## src/hw/rtl/wks_pkg.sv

```systemverilog
// Shared types and constants for the weighted KS distance block.
`default_nettype none
package wks_pkg;

  localparam int unsigned SAMPLE_W = 32;
  localparam int unsigned WEIGHT_W = 16;
  localparam int unsigned FRAC_W   = 17;
  localparam int unsigned FRAC_FB  = 16;

  localparam logic [1:0] OP_LOAD_A  = 2'd0;
  localparam logic [1:0] OP_LOAD_B  = 2'd1;
  localparam logic [1:0] OP_COMPUTE = 2'd2;

  typedef struct packed {
    logic [1:0]                 op;
    logic signed [SAMPLE_W-1:0] sample;
    logic [WEIGHT_W-1:0]        weight;
  } req_t;

  typedef struct packed {
    logic [FRAC_W-1:0] distance;
    logic              empty_set;
    logic              overflowed;
  } res_t;

  typedef struct packed {
    logic load_a;
    logic load_b;
    logic init;
    logic adv_j;
    logic div_go;
    logic step_i;
    logic emit;
  } cmd_t;

  typedef struct packed {
    logic empty;
    logic more_j;
    logic div_done;
    logic last_i;
  } stat_t;

endpackage
`default_nettype wire

```

## src/hw/rtl/wks_ctrl.sv

```systemverilog
// Controller state machine sequencing loads and the merge walk.
`default_nettype none
module wks_ctrl import wks_pkg::*; (
  input  wire logic  clk_i,
  input  wire logic  rst_ni,
  input  wire logic  start,
  input  wire logic [1:0] op_i,
  input  wire stat_t stat_i,
  output cmd_t       cmd_o,
  output logic       busy
);

  localparam logic [2:0] S_IDLE = 3'd0;
  localparam logic [2:0] S_RD   = 3'd1;
  localparam logic [2:0] S_CMP  = 3'd2;
  localparam logic [2:0] S_DIV  = 3'd3;
  localparam logic [2:0] S_FIN  = 3'd4;

  logic [2:0] state_q, state_d;

  always_comb begin
    state_d = state_q;
    cmd_o   = '0;
    case (state_q)
      S_IDLE: begin
        if (start) begin
          case (op_i)
            OP_LOAD_A: cmd_o.load_a = 1'b1;
            OP_LOAD_B: cmd_o.load_b = 1'b1;
            OP_COMPUTE: begin
              if (stat_i.empty) cmd_o.emit = 1'b1;
              else begin
                cmd_o.init = 1'b1;
                state_d    = S_RD;
              end
            end
            default: ;
          endcase
        end
      end
      S_RD: state_d = S_CMP;
      S_CMP: begin
        if (stat_i.more_j) begin
          cmd_o.adv_j = 1'b1;
          state_d     = S_RD;
        end else begin
          cmd_o.div_go = 1'b1;
          state_d      = S_DIV;
        end
      end
      S_DIV: begin
        if (stat_i.div_done) begin
          cmd_o.step_i = 1'b1;
          state_d      = stat_i.last_i ? S_FIN : S_RD;
        end
      end
      S_FIN: begin
        cmd_o.emit = 1'b1;
        state_d    = S_IDLE;
      end
      default: state_d = S_IDLE;
    endcase
  end

  always_ff @(posedge clk_i or negedge rst_ni) begin
    if (!rst_ni) state_q <= S_IDLE;
    else         state_q <= state_d;
  end

  assign busy = state_q != S_IDLE;

endmodule
`default_nettype wire

```

## config.mk

```make
export PLATFORM = sky130hd
export DESIGN_NAME = wks_ctrl
export DESIGN_NICKNAME = d
export VERILOG_FILES = /design/src/hw/rtl/wks_pkg.sv /design/src/hw/rtl/wks_ctrl.sv
export SDC_FILE = /design/constraint.sdc
export NUM_CORES = 1
export LEC_CHECK = 0
export CORE_AREA = 4 4 41 43
export DETAILED_ROUTE_END_ITERATION = 8
export DIE_AREA = 0 0 45 47
export DONT_BUFFER_PORTS = 1
export GPL_TIMING_DRIVEN = 0
export PLACE_DENSITY_LB_ADDON = 0.12
export SLEW_MARGIN = 15
export SYNTH_ARGS = -nofsm -noshare
export SYNTH_HDL_FRONTEND = slang
export SYNTH_SLANG_ARGS = --single-unit
```

## constraint.sdc

```tcl
create_clock -name clk_i -period 1.4 [get_ports clk_i]
set_clock_uncertainty 0.1 [all_clocks]
set_input_delay 0.07 -clock clk_i [delete_from_list [all_inputs] [get_ports clk_i]]
set_output_delay 0.07 -clock clk_i [all_outputs]
set_load 0.01 [all_outputs]
```

==> run_results.csv, run 1 <==
group,metric,value,unit
sta,hold_ws,-7.32,ps
placement,io_buffers,0,
yosys,ys_seq_area_share,30.2,%
detailed_routing,wl,616,µm
power,ir_drop,0.495,mV
final_layout,utilization,28.1,%
power,power_density,1660,mW/mm²
status,violations,"hold timing, setup timing",
sta,finalMaxSlewViolations,0,
floorplanning,io_pins,17,
worst_setup_path,crit_family,"simple AND/OR/NAND/NOR gates",
worst_setup_path,crit_slowest_cell,"or3_4",
worst_setup_path,worstPathArrival,1340,ps
global_route,track_usage,6.09,%
clocking,clock_tree.root_cell,"clkbuf_4",
sta,hold_viol,4,
clocking,cts_buffer_depth,2,
detailed_routing,avgViaCountPerCell,4.60,
sta,finalCritPeriodShare,108,%
sta,tightest_slew,367,ps
final_layout,antenna_cells,0,
final_layout,num-fill-cells,154,
global_route,grt_first_pass_wirelength,883,µm
sta,rsz0062_at_grt,"true",
final_layout,top_register,"state_q",
detailed_routing,drt-initial-drc-count,1,
global_route,grt_pass1_vias,246,
final_layout,multiInputGateArea,171,µm²
final_layout,ff_latch_area,78.8,µm²
status,outcome,"finished with violations",
global_route,grt_max_degree,9,
clocking,cts_tree,"built",
global_route,overflow,0,
placement,pre_cts_ws,-38.6,ps
clocking,clock_latency,230,ps
worst_setup_path,critPathKind,"register to primary output",
sta,slew_headroom,75.3,%
power,p_total,0.000605,W
detailed_routing,drc,0,
clocking,cts_sinks,3,
detailed_routing,ant_nets,0,
yosys,synth_area,249,µm²
placement,globalplace.congestion,0.671,
final_layout,largest_registers,"state_q (3)",
sta,setup_tns,-219,ps
worst_setup_path,end_kind,"primary output",
sta,fmax,661,MHz
floorplanning,die_area,0.00212,mm²
yosys,synth_cell_types,19,
floorplanning,initial_core_util,19.1,%
floorplanning,rows,13,
placement,dp_hpwl,484,µm
worst_setup_path,required,1230,ps
sta,fin_ws,-113,ps
worst_setup_path,regToRegSetupSlack,160,ps
yosys,ys_ff_latch,3,
detailed_routing,wl_per_cell,12.3,µm
sta,setup_violations,3,
floorplanning,die_w,45,µm
yosys,syn_nets,34,
final_layout,drive_above_1_share,42.9,%
yosys,synth_warnings,0,
yosys,synth_area_leaders,"dfrtp_1, nor4b_4, a2111oi_2, nor2b_1, buf_6",
clocking,cts_made_buffers,3,
worst_setup_path,start_kind,"register",
clocking,htree_levels,1,
final_layout,layout.nets,45,
yosys,avgSynthCellArea,9.96,µm²
yosys,yosys.area.top_type,"dfrtp_1",
detailed_routing,num_vias,230,
job,maxCapViolations,0,
power,leakage,0.144,nW
floorplanning,core_area,0.00130,mm²
worst_setup_path,worstPathCellList,"or3_4 -> nor4b_4",
sta,layout_min_cycle_time,1510,ps
yosys,synthCells,25,
global_route,antenna_found_initial,0,
worst_setup_path,slowest_delay,440,ps
detailed_routing,drt_first_pass_iters,2,
min_path,hold_class,"input pin to register",
floorplanning,die_h,47,µm
worst_setup_path,crit_buf_inv,0,
yosys,synth_top_area_share,30.2,%
final_layout,largest_reg_flops,3,
final_layout,syn2layout_area_growth,46.7,%
worst_setup_path,path_max_fanout,4,
clocking,cts.clk_slew.worst_paths,30,ps
## repair_timing
| action | in CTS | in global routing |
|---|---|---|
| pin swaps | 2 | 2 |
| endpoints found under the hold margin | 6 | 1 |
| buffers inserted | 3 | 0 |
| resized for setup | 5 | 1 |
| setup endpoints to repair | 4 | 4 |
| cloned | 0 | 0 |
| hold buffers | 3 | 1 |
## area by class of cell
cell class	count	share of cell area [%]
clock buffers	4	7.19
inverters	2	2.05
multi-input cells	19	46.9
flip-flops and latches	3	21.6
well taps	15	5.14
repair buffers	7	17.1
## cell usage after synthesis (all sizes together)
library cell	n
and2	1
nand2	2
nor2b	2
and3	1
o211a	1
nor2	1
or3	1
nand3	1
buf	1
nor4b	1
nand4b	1
dfrtp	3
nand4bb	1
a211oi	1
and4b	1
nor3	2
a2111oi	1
nor4	1
inv	2
## power breakdown
group	total, W	switching (W)	leakage [nW]	internal (W)
Combinational	0.000320	0.000173	0.0946	0.000148
Clock	0.000145	0.0000384	0.0150	0.000106
Sequential	0.000140	0.0000164	0.0344	0.000124
Total	0.000605	0.000227	0.144	0.000378
## metrics by stage
step                hold WS, ps  cell area (µm²)  instances
floorplan                  -326              249         25
global placement           -325              268         40
detailed placement         -326              268         40
CTS                      0.0785              350         49
global route              0.154              365         50
finish                    -7.32              365         50
## cell usage in the layout (no fill, tap or decap), types with 2 or more instances in the layout
master / Yosys / routed
buf_4: 0 / 3
clkbuf_4: 0 / 3
dfrtp_2: 0 / 3
dlygate4sd3_1: 0 / 4
inv_1: 2 / 2
nand2_1: 2 / 2
nor2b_1: 2 / 2
## path summary, 6_finish.rpt
path                                         from                endpoint  cells past startpoint
max in group asynchronous                  rst_ni  state_q[1]$_DFFE_PN0P_                      1
min in group asynchronous                  rst_ni  state_q[2]$_DFFE_PN0P_                      1
max reg2reg                state_q[0]$_DFFE_PN0P_  state_q[0]$_DFFE_PN0P_                      3
min                                       op_i[1]  state_q[0]$_DFFE_PN0P_                      2
max                        state_q[0]$_DFFE_PN0P_                cmd_o[6]                      2
min reg2reg                state_q[2]$_DFFE_PN0P_  state_q[0]$_DFFE_PN0P_                      2
## logic make-up after synthesis
kind of cell / Yosys count / share of synthesized area, %
AND/OR/NAND/NOR: 16 / 49.2
flip-flops: 3 / 30.1
AO/OA/AOI/OAI: 3 / 13.1
buffers and inverters: 3 / 7.54
## per-layer routing
layer	track usage [%]	part of all wire (%)	vias to the layer above
met3	2.68	13	0
met1	5.94	39	101
li1	-	-	113
met4	3.51	0	0
met5	0	0	-
met2	10.7	48	16
Note: power is estimated with default switching activity, not from simulation.
==> inputs of run 2 (changes only) <==
--- a/config.mk
+++ b/config.mk
@@ -5,9 +5,9 @@
 export SDC_FILE = /design/constraint.sdc
 export NUM_CORES = 1
 export LEC_CHECK = 0
-export CORE_AREA = 4 4 41 43
+export CORE_AREA = 2 2 39 41
 export DETAILED_ROUTE_END_ITERATION = 8
-export DIE_AREA = 0 0 45 47
+export DIE_AREA = 0 0 41 43
 export DONT_BUFFER_PORTS = 1
 export GPL_TIMING_DRIVEN = 0
 export PLACE_DENSITY_LB_ADDON = 0.12
==> run 2 against run 1 <==
The run ends with setup timing left. Final area rose by 8.6%. First-iteration DRC count rose to 4.0 times the previous value. Count of clock-buffer cells in the layout did not move. Maximum frequency fell by 0.76%. Critical path depth did not move. Sequential share of layout area fell by 1.7 points. Via count rose by 8.3%. Combinational power rose by 2%. Non-clock buffer count rose by 3. Largest cell class unchanged.
==> run_results.csv, run 2 (synthesis results as in run 1) <==
group,metric,value,unit
global_route,overflow,0,
global_route,grt_first_pass_wirelength,1010,µm
detailed_routing,drc,0,
floorplanning,io_pins,17,
detailed_routing,ant_nets,0,
placement,dp_hpwl,472,µm
floorplanning,die_w,41,µm
placement,io_buffers,0,
global_route,grt_pass1_vias,262,
worst_setup_path,start_kind,"register",
clocking,clock_tree.root_cell,"clkbuf_4",
sta,setup_tns,-252,ps
sta,finalMaxSlewViolations,0,
detailed_routing,drt-initial-drc-count,4,
placement,placed_cells,41,
final_layout,stdcell_area,397,µm²
clocking,cts_tree,"built",
final_layout,antenna_cells,0,
worst_setup_path,required,1230,ps
worst_setup_path,critPathKind,"register to primary output",
clocking,htree_levels,1,
worst_setup_path,worstPathArrival,1350,ps
floorplanning,die_area,0.00176,mm²
worst_setup_path,regToRegSetupSlack,140,ps
clocking,cts_buffer_depth,2,
final_layout,stdcell_count,54,
status,outcome,"finished with violations",
detailed_routing,avgViaCountPerCell,4.61,
final_layout,layout_commonest_cell,"dlygate4sd3_1",
final_layout,num-fill-cells,152,
final_layout,multiInputGateArea,171,µm²
clocking,cts_sinks,3,
sta,hold_viol,0,
power,ir_drop,0.406,mV
final_layout,utilization,28.7,%
detailed_routing,num_vias,249,
worst_setup_path,crit_end,"cmd_o[6]",
sta,fmax,656,MHz
floorplanning,initial_core_util,18.0,%
worst_setup_path,reg2reg_to,"state_q[0]$_DFFE_PN0P_",
power,power_density,1550,mW/mm²
detailed_routing,wl,642,µm
sta,finalCritPeriodShare,109,%
final_layout,ff_latch_area,78.8,µm²
final_layout,largest_reg_flops,3,
min_path,hold_class,"input pin to register",
floorplanning,rows,14,
final_layout,syn2layout_area_growth,59.3,%
sta,fin_ws,-124,ps
floorplanning,core_area,0.00138,mm²
min_path,hp-start,"op_i[0]",
job,maxCapViolations,0,
final_layout,largest_registers,"state_q (3)",
clocking,cts.clk_slew.worst_paths,40,ps
power,leakage,0.157,nW
placement,globalplace.congestion,0.707,
worst_setup_path,critPathLaunch,"state_q[0]$_DFFE_PN0P_",
sta,rsz0062_at_grt,"true",
sta,layout_min_cycle_time,1520,ps
final_layout,top_register,"state_q",
global_route,grt_max_degree,9,
placement,dpl_cell_area,269,µm²
final_layout,drive_above_1_share,39.5,%
clocking,cts_made_buffers,3,
detailed_routing,wl_per_cell,11.9,µm
worst_setup_path,reg2reg_from,"state_q[0]$_DFFE_PN0P_",
sta,tightest_slew,365,ps
floorplanning,die_h,43,µm
global_route,track_usage,8.76,%
sta,slew_headroom,75.5,%
final_layout,layout.nets,48,
detailed_routing,drt_first_pass_iters,2,
worst_setup_path,path_max_fanout,4,
final_layout,mostFrequentLayoutCells,"dlygate4sd3_1, clkbuf_4, buf_4, dfrtp_2",
clocking,clock_latency,230,ps
sta,setup_violations,3,
status,violations,"setup timing",
power,p_total,0.000615,W
worst_setup_path,reg2regPathDepth,3,
worst_setup_path,end_kind,"primary output",
global_route,antenna_found_initial,0,
==> run 2: critical path: stages, from the launching register on <==
cell	delay, ps
dfrtp_2	390
or3_4	440
nor4b_4	290
==> run 2: power breakdown <==
group / total [W] / internal (W) / switching [W]
Clock: 0.000147 / 0.000107 / 0.0000403
Sequential: 0.000140 / 0.000124 / 0.0000164
Combinational: 0.000328 / 0.000153 / 0.000175
Total: 0.000615 / 0.000383 / 0.000232
==> run 2: worst min path at each step <==
stage                                        end  slack [ps]  cells after the start
after floorplan           state_q[0]$_DFFE_PN0P_        -330                      0
after global placement    state_q[0]$_DFFE_PN0P_        -330                      0
after detailed placement  state_q[0]$_DFFE_PN0P_        -330                      0
after CTS                 state_q[0]$_DFFE_PN0P_          10                      2
after global routing      state_q[0]$_DFFE_PN0P_          30                      2
final                     state_q[0]$_DFFE_PN0P_          20                      2
==> run 2: repair_timing <==
item                                    in CTS  in global routing
setup buffers                                3                  0
endpoints found under the setup margin       4                  4
endpoints found under the hold margin        6                  0
pin swaps                                    2                  2
hold buffers                                 7                  0
resized for setup                            5                  1
==> run 2: per-layer routing <==
metal  part of all wire, %  wire length, µm  GRT usage, %
met1                    39              250          8.44
met2                    50              321          13.8
met3                    11               71          5.76
met4                     0                0          4.00
met5                     0                0             0
==> run 2: metrics by stage <==
stage | hold slack (ps) | setup slack [ps]
after global placement | -325 | -40.2
after detailed placement | -326 | -36.8
final | 23.4 | -124
after global routing | 27.2 | -174
after floorplan | -326 | 14.1
after CTS | 13.7 | -203
==> run 2: area by class of cell <==
class                   count  share of cell area [%]
inverters                   2                    1.89
flip-flops and latches      3                    19.9
clock buffers               4                    6.62
multi-input cells          19                    43.2
well taps                  16                    5.05
repair buffers             10                    23.3
